File: config.mk
export PLATFORM = sky130hd
export DESIGN_NAME = queue_index_record_validator_unit
export DESIGN_NICKNAME = d
export VERILOG_FILES = /design/src/qirv_pkg.sv /design/src/qirv_fifo.sv /design/src/qirv_front.sv /design/src/qirv_back.sv /design/src/queue_index_record_validator_unit.sv
export SDC_FILE = /design/constraint.sdc
export NUM_CORES = 2
export LEC_CHECK = 0
export BUFFER_PORTS_ARGS = -buffer_cell sky130_fd_sc_hd__buf_2
export CAP_MARGIN = 20
export CORE_ASPECT_RATIO = 1.5
export CORE_MARGIN = 3
export CORE_UTILIZATION = 36
export DETAILED_ROUTE_END_ITERATION = 16
export GPL_TIMING_DRIVEN = 0
export HOLD_SLACK_MARGIN = 0.02
export PLACE_DENSITY = 0.56
export RECOVER_POWER = 50
export SLEW_MARGIN = 20
export SYNTH_ARGS = -nofsm -noshare
export SYNTH_HDL_FRONTEND = slang
export SYNTH_SLANG_ARGS = --single-unit
File: constraint.sdc
create_clock -name clk -period 47.6 [get_ports clk]
set_clock_uncertainty 0.15 [all_clocks]
set_input_delay 4.76 -clock clk [delete_from_list [all_inputs] [get_ports clk]]
set_output_delay 4.76 -clock clk [all_outputs]
set_load 0.02 [all_outputs]
File: src/qirv_pkg.sv
// ----------------------------------------------------------------------------
// qirv_pkg: shared types and constants for the queue index record validator
// Record layout, check codes, register indexes and the byte-wide CRC-32 step.
// ----------------------------------------------------------------------------
package qirv_pkg;

    localparam int REC_LEN  = 40;  // bytes in one index record
    localparam int CRC_LEN  = 36;  // bytes covered by the CRC
    localparam int POS_SAT  = 41;  // byte position saturates here
    localparam int POS_W    = 6;

    localparam logic [15:0] HDR_SIZE = 16'd40;
    localparam logic [31:0] CRC_POLY = 32'hEDB8_8320;
    localparam logic [31:0] CRC_INIT = 32'hFFFF_FFFF;

    // Verdict codes
    localparam int FAIL_W = 4;
    localparam logic [FAIL_W-1:0] FAIL_OK        = 4'd0;
    localparam logic [FAIL_W-1:0] FAIL_LENGTH    = 4'd1;
    localparam logic [FAIL_W-1:0] FAIL_MAGIC     = 4'd2;
    localparam logic [FAIL_W-1:0] FAIL_VERSION   = 4'd3;
    localparam logic [FAIL_W-1:0] FAIL_HDR_SIZE  = 4'd4;
    localparam logic [FAIL_W-1:0] FAIL_CRC       = 4'd5;
    localparam logic [FAIL_W-1:0] FAIL_ZERO_SIZE = 4'd6;
    localparam logic [FAIL_W-1:0] FAIL_OVER_CAP  = 4'd7;
    localparam logic [FAIL_W-1:0] FAIL_TAIL_HEAD = 4'd8;
    localparam logic [FAIL_W-1:0] FAIL_COUNT     = 4'd9;
    localparam logic [FAIL_W-1:0] FAIL_GEOMETRY  = 4'd10;

    // Configuration register indexes
    localparam int CFG_IDX_W = 3;
    localparam logic [CFG_IDX_W-1:0] CFG_MAGIC       = 3'd0;
    localparam logic [CFG_IDX_W-1:0] CFG_VERSION     = 3'd1;
    localparam logic [CFG_IDX_W-1:0] CFG_CHECK_GEOM  = 3'd2;
    localparam logic [CFG_IDX_W-1:0] CFG_CAPACITY    = 3'd3;
    localparam logic [CFG_IDX_W-1:0] CFG_RECORD_SIZE = 3'd4;
    localparam logic [CFG_IDX_W-1:0] CFG_RESERVED    = 3'd5;

    typedef struct packed {
        logic [31:0] magic;
        logic [15:0] version;
        logic        check_geom;
        logic [31:0] capacity;
        logic [31:0] record_size;
        logic [31:0] reserved;
    } cfg_t;

    // Captured record, handed from front to back
    typedef struct packed {
        logic        len_ok;
        logic [31:0] magic;
        logic [15:0] version;
        logic [15:0] hdr_size;
        logic [31:0] stored_crc;
        logic [31:0] calc_crc;
        logic [31:0] capacity;
        logic [31:0] record_size;
        logic [31:0] reserved;
        logic [31:0] head;
        logic [31:0] tail;
        logic [31:0] count;
        logic [31:0] generation;
    } summary_t;

    typedef struct packed {
        logic              valid_res;
        logic [FAIL_W-1:0] fail_code;
        logic [31:0]       head_index;
        logic [31:0]       tail_index;
        logic [31:0]       entry_count;
        logic [31:0]       generation_number;
    } verdict_t;

    // One byte of reflected CRC-32
    function automatic logic [31:0] crc_byte(input logic [31:0] acc, input logic [7:0] b);
        logic [31:0] c;
        c = acc ^ {24'd0, b};
        for (int k = 0; k < 8; k++) begin
            c = (c >> 1) ^ (CRC_POLY & {32{c[0]}});
        end
        return c;
    endfunction

endpackage

File: src/qirv_fifo.sv
// ----------------------------------------------------------------------------
// qirv_fifo: small register queue
// First-in first-out buffer with full/empty flags; push and pop can share a cycle when it is neither full nor empty.
// ----------------------------------------------------------------------------
module qirv_fifo #(
    parameter int WIDTH = 8,
    parameter int DEPTH = 2
) (
    input  logic             clk,
    input  logic             rst_n,
    input  logic             push,
    input  logic [WIDTH-1:0] push_data,
    output logic             full,
    input  logic             pop,
    output logic [WIDTH-1:0] pop_data,
    output logic             empty
);

    localparam int PTR_W = (DEPTH > 1) ? $clog2(DEPTH) : 1;
    localparam int CNT_W = $clog2(DEPTH + 1);

    logic [WIDTH-1:0] mem_reg [DEPTH];
    logic [PTR_W-1:0] wr_ptr_reg, wr_ptr_next;
    logic [PTR_W-1:0] rd_ptr_reg, rd_ptr_next;
    logic [CNT_W-1:0] count_reg, count_next;
    logic             do_push, do_pop;

    assign full     = (count_reg == CNT_W'(DEPTH));
    assign empty    = (count_reg == '0);
    assign do_push  = push && !full;
    assign do_pop   = pop && !empty;
    assign pop_data = mem_reg[rd_ptr_reg];

    always_comb
    begin
        wr_ptr_next = wr_ptr_reg;
        rd_ptr_next = rd_ptr_reg;
        count_next  = count_reg;
        if (do_push)
        begin
            wr_ptr_next = (wr_ptr_reg == PTR_W'(DEPTH - 1)) ? '0 : wr_ptr_reg + 1'b1;
        end
        if (do_pop)
        begin
            rd_ptr_next = (rd_ptr_reg == PTR_W'(DEPTH - 1)) ? '0 : rd_ptr_reg + 1'b1;
        end
        if (do_push && !do_pop)
        begin
            count_next = count_reg + 1'b1;
        end
        else if (do_pop && !do_push)
        begin
            count_next = count_reg - 1'b1;
        end
    end

    always_ff @(posedge clk or negedge rst_n)
    begin
        if (!rst_n)
        begin
            wr_ptr_reg <= '0;
            rd_ptr_reg <= '0;
            count_reg  <= '0;
        end
        else
        begin
            wr_ptr_reg <= wr_ptr_next;
            rd_ptr_reg <= rd_ptr_next;
            count_reg  <= count_next;
        end
    end

    always_ff @(posedge clk)
    begin
        if (do_push)
        begin
            mem_reg[wr_ptr_reg] <= push_data;
        end
    end

endmodule

File: src/qirv_front.sv
// ----------------------------------------------------------------------------
// qirv_front: byte intake for the index record validator
// Counts bytes, runs the CRC-32 over the covered span and captures the record;
// on the last byte it hands a summary of the record to the summary queue for the back end.
// ----------------------------------------------------------------------------
module qirv_front (
    input  logic                clk,
    input  logic                rst_n,
    input  logic                in_take,
    input  logic [7:0]          data_byte,
    input  logic                last_byte,
    output logic                sum_push,
    output qirv_pkg::summary_t  sum_data
);

    import qirv_pkg::*;

    localparam int STORE_N = REC_LEN - 1;  // final byte comes straight from the input

    logic [POS_W-1:0] pos_reg, pos_next;
    logic [31:0]      crc_reg, crc_next;
    logic [7:0]       rec_reg [STORE_N];

    always_comb
    begin
        pos_next = pos_reg;
        crc_next = crc_reg;
        if (in_take)
        begin
            if (last_byte)
            begin
                pos_next = '0;
                crc_next = CRC_INIT;
            end
            else
            begin
                if (pos_reg < POS_W'(POS_SAT))
                begin
                    pos_next = pos_reg + 1'b1;
                end
                if (pos_reg < POS_W'(CRC_LEN))
                begin
                    crc_next = crc_byte(crc_reg, data_byte);
                end
            end
        end
    end

    always_ff @(posedge clk or negedge rst_n)
    begin
        if (!rst_n)
        begin
            pos_reg <= '0;
            crc_reg <= CRC_INIT;
        end
        else
        begin
            pos_reg <= pos_next;
            crc_reg <= crc_next;
        end
    end

    for (genvar i = 0; i < STORE_N; i++)
    begin : g_store
        always_ff @(posedge clk)
        begin
            if (in_take && pos_reg == POS_W'(i))
            begin
                rec_reg[i] <= data_byte;
            end
        end
    end

    // A good record ends at position REC_LEN-1, past the CRC span, so crc_reg is final
    assign sum_push = in_take && last_byte;

    always_comb
    begin
        sum_data.len_ok      = (pos_reg == POS_W'(REC_LEN - 1));
        sum_data.magic       = {rec_reg[3], rec_reg[2], rec_reg[1], rec_reg[0]};
        sum_data.version     = {rec_reg[5], rec_reg[4]};
        sum_data.hdr_size    = {rec_reg[7], rec_reg[6]};
        sum_data.capacity    = {rec_reg[11], rec_reg[10], rec_reg[9], rec_reg[8]};
        sum_data.record_size = {rec_reg[15], rec_reg[14], rec_reg[13], rec_reg[12]};
        sum_data.reserved    = {rec_reg[19], rec_reg[18], rec_reg[17], rec_reg[16]};
        sum_data.head        = {rec_reg[23], rec_reg[22], rec_reg[21], rec_reg[20]};
        sum_data.tail        = {rec_reg[27], rec_reg[26], rec_reg[25], rec_reg[24]};
        sum_data.count       = {rec_reg[31], rec_reg[30], rec_reg[29], rec_reg[28]};
        sum_data.generation  = {rec_reg[35], rec_reg[34], rec_reg[33], rec_reg[32]};
        sum_data.stored_crc  = {data_byte, rec_reg[38], rec_reg[37], rec_reg[36]};
        sum_data.calc_crc    = ~crc_reg;
    end

endmodule

File: src/qirv_back.sv
// ----------------------------------------------------------------------------
// qirv_back: verdict stage for the index record validator
// Takes one captured record, runs the ordered checks and forms the result.
// ----------------------------------------------------------------------------
module qirv_back (
    input  qirv_pkg::summary_t sum,
    input  qirv_pkg::cfg_t     cfg,
    output qirv_pkg::verdict_t verdict
);

    import qirv_pkg::*;

    logic [31:0]       span;
    logic [FAIL_W-1:0] code;

    assign span = sum.tail - sum.head;

    // First failing check wins
    always_comb
    begin
        if (!sum.len_ok)
            code = FAIL_LENGTH;
        else if (sum.magic != cfg.magic)
            code = FAIL_MAGIC;
        else if (sum.version != cfg.version)
            code = FAIL_VERSION;
        else if (sum.hdr_size != HDR_SIZE)
            code = FAIL_HDR_SIZE;
        else if (sum.stored_crc != sum.calc_crc)
            code = FAIL_CRC;
        else if (sum.capacity == '0 || sum.record_size == '0 || sum.reserved == '0)
            code = FAIL_ZERO_SIZE;
        else if (sum.count > sum.capacity)
            code = FAIL_OVER_CAP;
        else if (sum.tail < sum.head)
            code = FAIL_TAIL_HEAD;
        else if (sum.count != span)
            code = FAIL_COUNT;
        else if (cfg.check_geom && (sum.capacity != cfg.capacity ||
                                    sum.record_size != cfg.record_size ||
                                    sum.reserved != cfg.reserved))
            code = FAIL_GEOMETRY;
        else
            code = FAIL_OK;
    end

    always_comb
    begin
        verdict.valid_res         = (code == FAIL_OK);
        verdict.fail_code         = code;
        // a record of the wrong length reports zero fields
        verdict.head_index        = sum.len_ok ? sum.head : '0;
        verdict.tail_index        = sum.len_ok ? sum.tail : '0;
        verdict.entry_count       = sum.len_ok ? sum.count : '0;
        verdict.generation_number = sum.len_ok ? sum.generation : '0;
    end

endmodule

File: src/queue_index_record_validator_unit.sv
// ----------------------------------------------------------------------------
// queue_index_record_validator_unit: persisted queue index record checker
// Streams a 40-byte index record one byte at a time, checks it and reports a
// single verdict with the head, tail, count and generation fields.
// ----------------------------------------------------------------------------
// Push one record byte per clock, last_byte high on the final one; the block
// takes a byte every cycle while full is low. Each record yields one verdict on
// the result queue, held first as a summary in the summary queue and then as a
// verdict in the result queue once its last byte is accepted. The front end feeds a
// MID_DEPTH-entry summary queue; the back end checks the head of that queue
// and writes the verdict into an OUT_DEPTH-entry result queue, so a stalled
// reader blocks input only once both queues fill. cfg_ready is always high;
// write registers only while no record is in flight.
module queue_index_record_validator_unit #(
    parameter int MID_DEPTH = 2,
    parameter int OUT_DEPTH = 2
) (
    input  logic                           clk,
    input  logic                           rst_n,
    input  logic                           push,
    output logic                           full,
    input  logic [7:0]                     data_byte,
    input  logic                           last_byte,
    output logic                           empty,
    input  logic                           pop,
    output logic                           valid_res,
    output logic [qirv_pkg::FAIL_W-1:0]    fail_code,
    output logic [31:0]                    head_index,
    output logic [31:0]                    tail_index,
    output logic [31:0]                    entry_count,
    output logic [31:0]                    generation_number,
    input  logic                           cfg_valid,
    output logic                           cfg_ready,
    input  logic [qirv_pkg::CFG_IDX_W-1:0] cfg_index,
    input  logic [31:0]                    cfg_data
);

    import qirv_pkg::*;

    cfg_t     cfg_reg, cfg_next;
    summary_t sum_in, sum_out;
    verdict_t verdict_in, verdict_out;
    logic     in_take, sum_push, mid_full, mid_empty, out_full, move;

    assign cfg_ready = 1'b1;
    assign in_take   = push && !full;
    assign full      = mid_full;

    always_comb
    begin
        cfg_next = cfg_reg;
        if (cfg_valid && cfg_ready)
        begin
            unique case (cfg_index)
                CFG_MAGIC:       cfg_next.magic       = cfg_data;
                CFG_VERSION:     cfg_next.version     = cfg_data[15:0];
                CFG_CHECK_GEOM:  cfg_next.check_geom  = cfg_data[0];
                CFG_CAPACITY:    cfg_next.capacity    = cfg_data;
                CFG_RECORD_SIZE: cfg_next.record_size = cfg_data;
                CFG_RESERVED:    cfg_next.reserved    = cfg_data;
                default:         cfg_next = cfg_reg;
            endcase
        end
    end

    always_ff @(posedge clk or negedge rst_n)
    begin
        if (!rst_n)
        begin
            cfg_reg.magic       <= '0;
            cfg_reg.version     <= 16'd1;
            cfg_reg.check_geom  <= 1'b0;
            cfg_reg.capacity    <= '0;
            cfg_reg.record_size <= '0;
            cfg_reg.reserved    <= '0;
        end
        else
        begin
            cfg_reg <= cfg_next;
        end
    end

    qirv_front u_front (
        .clk       (clk),
        .rst_n     (rst_n),
        .in_take   (in_take),
        .data_byte (data_byte),
        .last_byte (last_byte),
        .sum_push  (sum_push),
        .sum_data  (sum_in)
    );

    qirv_fifo #(
        .WIDTH ($bits(summary_t)),
        .DEPTH (MID_DEPTH)
    ) u_mid_q (
        .clk       (clk),
        .rst_n     (rst_n),
        .push      (sum_push),
        .push_data (sum_in),
        .full      (mid_full),
        .pop       (move),
        .pop_data  (sum_out),
        .empty     (mid_empty)
    );

    // advance a summary whenever the result queue has room
    assign move = !mid_empty && !out_full;

    qirv_back u_back (
        .sum     (sum_out),
        .cfg     (cfg_reg),
        .verdict (verdict_in)
    );

    qirv_fifo #(
        .WIDTH ($bits(verdict_t)),
        .DEPTH (OUT_DEPTH)
    ) u_out_q (
        .clk       (clk),
        .rst_n     (rst_n),
        .push      (move),
        .push_data (verdict_in),
        .full      (out_full),
        .pop       (pop),
        .pop_data  (verdict_out),
        .empty     (empty)
    );

    assign valid_res         = verdict_out.valid_res;
    assign fail_code         = verdict_out.fail_code;
    assign head_index        = verdict_out.head_index;
    assign tail_index        = verdict_out.tail_index;
    assign entry_count       = verdict_out.entry_count;
    assign generation_number = verdict_out.generation_number;

endmodule

=== Word-level counts from Yosys, hierarchy flattened ===
Memory sizes are Yosys's and may differ from the RTL's.
Cells that the tools add are included.

* Bitwise logic cells: 10
* Equality and inequality tests: 54
* Add/sub/neg operators: 10
* Multiplexer cells: 222
* Order comparisons: 4
* Reductions and logical operators: 121

{| class="wikitable"
|+ Operator list
! operator !! count
|-
| $mux 8 || 38
|-
| $reduce_or 8->1 || 38
|-
| $xor 31x32->32 || 8
|-
| $mux 6 || 40
|-
| $mux 32 || 6
|-
| $ne 32x32->1 || 6
|-
| $mux 1 || 124
|-
| $eq 6x5->1 const B || 16
|-
| $logic_not 32->1 || 3
|-
| $logic_and 1x1->1 || 51
|-
| $eq 6x4->1 const B || 8
|-
| $eq 6x6->1 const B || 8
|-
| $mux 4 || 10
|-
| $gt 32x32->1 || 1
|-
| $lt 32x32->1 || 1
|-
| $not 32->32 || 1
|-
| $sub 32x32->32 || 1
|-
| $xor 32x8->32 || 1
|-
| $eq 6x3->1 const B || 4
|-
| $ne 16x16->1 || 1
|-
| $ne 16x6->1 const B || 1
|-
| $reduce_and 2->1 || 8
|-
| $eq 6x2->1 const B || 2
|-
| $lt 6x6->1 const B || 2
|-
| 17 further kinds || 42
|}

* Memories kept: 3
* Register bits after elaboration: 191
* Output and inout bits: 136
* Logic and storage cells: 438
* Memory bits (writable): 1284

{| class="wikitable"
|+ Memory list
! name !! depth !! bits a word !! read ports !! clocked after Yosys merged registers in !! wr ports !! line !! RTL
|-
| u_mid_q.mem_reg || 2 || 353 || 1 || 0 || 1 || qirv_fifo.sv:22 || <nowiki>logic [WIDTH-1:0] mem_reg [DEPTH];</nowiki>
|-
| u_front.rec_reg || 39 || 8 || 39 || 0 || 1 || qirv_front.sv:22 || <nowiki>logic [7:0] rec_reg [STORE_N];</nowiki>
|-
| u_out_q.mem_reg || 2 || 133 || 1 || 0 || 1 || qirv_fifo.sv:22 ||
|}

=== Longest topological paths before layout ===
* Depth in word-level cells: 45
* Mapped depth: 24

=== Cells and area by module ===
Synthesis repeated with hierarchy kept, for this count alone.

* Cells, all modules: 3454
* Area total of the unflattened synthesis: 60431.7 um^2

{| class="wikitable"
|+ Modules (own cells, without submodules)
! module !! times used !! cells each !! sequential area each (um^2) !! area each (um^2)
|-
| qirv_fifo (u_mid_q) || 1 || 1117 || 21300.4 || 25836.0
|-
| qirv_front || 1 || 607 || 10359.9 || 12145.4
|-
| qirv_fifo (u_out_q) || 1 || 433 || 8087.8 || 10032.1
|-
| qirv_back || 1 || 981 || 0.0 || 6771.5
|-
| queue_index_record_validator_unit || 1 || 316 || 3629.7 || 5646.7
|}

=== Worst setup path after synthesis ===
Ideal clock, no wire load.

* Path type: input port to flip-flop
* Start: input last_byte
* End: memory u_mid_q.mem_reg[0][0] (netlist name), enable pin
* Arrival time: 20880 ps
* Required time: 46332 ps
* Setup slack: 25453 ps
* Stages on the path: 4
* Cell sequence: clkbuf_1 -> and3_1 -> clkbuf_1 -> nor2b_1

* Cells in the longest elaborated chain, start to end: 4

{| class="wikitable"
|+ Ends and longest elaborated chain
! element !! line !! RTL
|-
| start: declaration || queue_index_record_validator_unit.sv:23 || <nowiki>input logic last_byte,</nowiki>
|-
| $logic_and 1x1->1 || qirv_front.sv:75 || <nowiki>assign sum_push = in_take && last_byte;</nowiki>
|-
| $logic_and 1x1->1 || qirv_fifo.sv:30 || <nowiki>assign do_push = push && !full;</nowiki>
|-
| net u_mid_q.do_push || qirv_fifo.sv:26 || <nowiki>logic do_push, do_pop;</nowiki>
|-
| $mux 1 || qirv_fifo.sv:75 || <nowiki>if (do_push)</nowiki>
|-
| $mux 1 (implied by the code) || qirv_fifo.sv:77 || <nowiki>mem_reg[wr_ptr_reg] <= push_data;</nowiki>
|-
| end: declaration || qirv_fifo.sv:22 ||
|}

The timed path passes the listed nets, and every way through them passes these cells.

==> flow_summary_export.csv <==
group,metric,value,unit
sta,setup_tns,0,ns
layout,drive_gt1_share,19.9,%
drt,ant_nets,0,
sta,setup_viol,0,
yosys,yosysSeqAreaShare,74.3,%
setup_path,crit_type,"flip-flop to flip-flop",
clocking,cts_buffer_depth,3,
setup_path,endpoint_kind,"flip-flop",
clocking,cts.sinks,1475,
setup_path,crit_fanout,10,
drt,route.detailed.drc,0,
place,gp_congestion,0.914,
yosys,synthTopCellsByCount,"1284 x edfxtp_1, 311 x mux2_2, 239 x mux2i_1",
yosys,syn_inst,3422,
drt,drt_iter0_drc,2209,
sta,period_needed,14.43,ns
clocking,clkLatencyLatePin,0.79,ns
power,power_density,65.3,mW/mm²
layout,syn_to_final_growth,15.0,%
status,outcome,"finished with violations",
setup_path,worst_r2r_path_depth,24,
clocking,post-cts-setup-buffers,0,
yosys,synth_area_leader_cell,"edfxtp_1",
floorplan,rows,180,
place,port_buffers,181,
sta,rsz0062_at_grt,"false",
floorplan,die-area,0.167,mm²
grt,grt_overflow_total,0,
clocking,numCtsBuffers,138,
yosys,ys_async_sr_fraction,12.9,%
setup_path,slowest_delay,1.06,ns
layout,largest_reg_flops,706,
run,maxCapViolCount,19,
yosys,synth-seq-cells,1475,
power,irDropWorstVdd,0.0365,mV
clocking,cts_hold_buf,0,
setup_path,path_cells,"clkbuf_1 -> clkbuf_1 -> clkbuf_1 -> clkbuf_1 -> clkbuf_1 -> clkbuf_1 -> clkbuf_1 -> clkbuf_1 -> clkbuf_1 -> clkbuf_1 -> buf_2 -> mux2i_1 -> ha_1 -> clkbuf_1 -> a21oi_1 -> o21ai_0 -> a211oi_1 -> o211ai_2 -> mux2i_1 -> or4_1 -> nor4bb_1 -> nand4b_1 -> or2_2 -> nor3_1",
setup_path,cpMostUsedCell,"clkbuf_1",
setup_path,required,47.94,ns
setup_path,start_kind,"flip-flop",
sta,worstMarginPinSlew,5.08,ns
floorplan,die_x,335,µm
place,placed_cells_incl_taps,5742,
yosys,yosysMostFrequentCell,"edfxtp_1",
drt,wl,158000,µm
power,leakagePower,0.0235,µW
setup_path,cp.depth,24,
grt,grt_max_degree,91,
yosys,synth_top_area_share,66.1,%
clocking,clkTransAtPathRegs,0.07,ns
yosys,synth_ff_type,"edfxtp_1",
drt,first_pass_iters,6,
layout,final_nets,3911,
grt,grtUsageTotal,18.8,%
grt,first_global_vias,31700,
hold_path,hold_path_class,"flip-flop to flip-flop",
setup_path,critPathTopFamily,"buffers and inverters",
setup_path,crit_arrival,14.77,ns
floorplan,core_area,0.161,mm²
floorplan,initial_utilization,36.3,%
clocking,cts_tree,"built",
yosys,synth_area_per_cell,17.1,µm²
sta,hold_viol_final,0,
status,violations,"capacitance limit, slew limit",
yosys,synth_area_leaders,"edfxtp_1 66%, dfrtp_1 6.8%, mux2_2 6.0%",
drt,dr_total_vias,30400,
clocking,h-tree-depth,4,
sta,period_share,30.3,%
clocking,cts_root_buf,"clkbuf_16",
hold_path,whs_path_depth,0,
layout,fin_cells,6001,
yosys,yosys_warnings,0,
yosys,yosysUniqueCellTypes,77,
setup_path,slowest_stage,"clkbuf_1",
sta,drv_slew,655,
yosys,syn_nets,3543,
sta,relSlewSlack,-239,%
clocking,cts_resized,0,
sta,fmax,69.3,MHz
grt,grt_pass1_wl,225000,µm
drt,vias_per_cell,5.07,
grt,antenna_found_initial,7,
floorplan,boundaryPins,185,
yosys,synth_edf_count,1284,
drt,wl_per_cell,26.4,µm
setup_path,crit_buf_inv,12,
yosys,synth_area,0.0584,mm²
place,dp_hpwl,113000,µm
floorplan,die_y,499,µm
## worst reg2reg max path, delay by kind of cell, from the launching register on
kind                       cells  cell delay, ns
buffers and inverters         12            8.73
AOI/OAI and AO/OA              4            1.69
adders and majority gates      1            0.35
muxes                          2            0.95
and+or+nand+nor                5            1.94
DFF                            1            0.33
## where the power goes
group,switching [µW],internal [µW]
clock network,485,600
logic,972,523
registers,76.5,1720
total,1530,2850
## kinds of logic after synthesis
kind of cell	share of synthesized area, %
AO/OA/AOI/OAI	2.60
XOR/XNOR	4.86
adder cells (fa/ha/maj)	1.56
buffers and inverters	1.28
flip-flops	74.3
multiplexers	10.2
other	0.00643
AND/OR/NAND/NOR	5.15
## metal layers
layer | track usage [%] | share of wire [%] | wire, µm | vias to the layer above
met3 | 2.54 | 4.0 | 6370 | 266
met5 | 0 | 0.0082 | 13 | -
met4 | 7.86 | 4.4 | 6980 | 2
met1 | 22.0 | 39 | 61500 | 15600
li1 | - | - | - | 13800
met2 | 34.6 | 53 | 83500 | 807
## metrics by stage
step / worst slack, ns / utilization (%) / cell area [µm²] / total power (µW) / hold slack, ns
after detailed placement: 37.26 / 39.2 / 63100 / 3360 / 0.279
after floorplan: 25.45 / - / 58400 / 2830 / 0.271
after CTS: 37.19 / 42.0 / 67500 / 4460 / 0.268
after global placement: 14.54 / 38.5 / 61900 / 3410 / 0.271
final: 33.17 / 41.7 / 67100 / 4380 / 0.281
after global routing: 31.97 / 41.7 / 67100 / 4590 / 0.276
## placed cells by master (no fill, tap or decap), types with 29 or more instances in the layout
cell type	count
nand4_1	59
clkbuf_16	139
nor4_1	78
nor2_1	174
clkbuf_1	131
inv_1	78
nor3_1	44
dfrtp_1	158
xor2_1	121
ha_1	71
edfxtp_1	1284
a21oi_1	77
o21ai_0	39
nand2_1	59
and2_0	29
buf_2	192
mux2_2	310
xnor2_1	202
mux2i_1	235
nand3_1	35
## final timing paths
path,slack (ns),to,from
max reg2reg,33.17,u_out_q.mem_reg[1][132]$_DFFE_PP_,u_mid_q.rd_ptr_reg$_DFFE_PN0P_
max in group asynchronous,33.62,cfg_reg[79]$_DFFE_PN0P_,rst_n
min,0.28,u_mid_q.mem_reg[0][17]$_DFFE_PP_,u_front.rec_reg[4][17]$_DFFE_PP_
min reg2reg,0.28,u_mid_q.mem_reg[0][17]$_DFFE_PP_,u_front.rec_reg[4][17]$_DFFE_PP_
max,33.17,u_out_q.mem_reg[1][132]$_DFFE_PP_,u_mid_q.rd_ptr_reg$_DFFE_PN0P_
min in group asynchronous,4.92,u_front.crc_reg[17]$_DFFE_PN1P_,rst_n
## cell type report
class	instances	area, µm²
well taps	2093	2620
clock inverters	75	718
multi-input cells	1767	14300
inverters	78	293
plain buffers	102	422
fillers	14600	93700
repair buffers	228	1630
clock buffers	176	3710
flip-flops and latches	1475	43400
diodes	7	17.5
(Power assumes the default switching activity.)
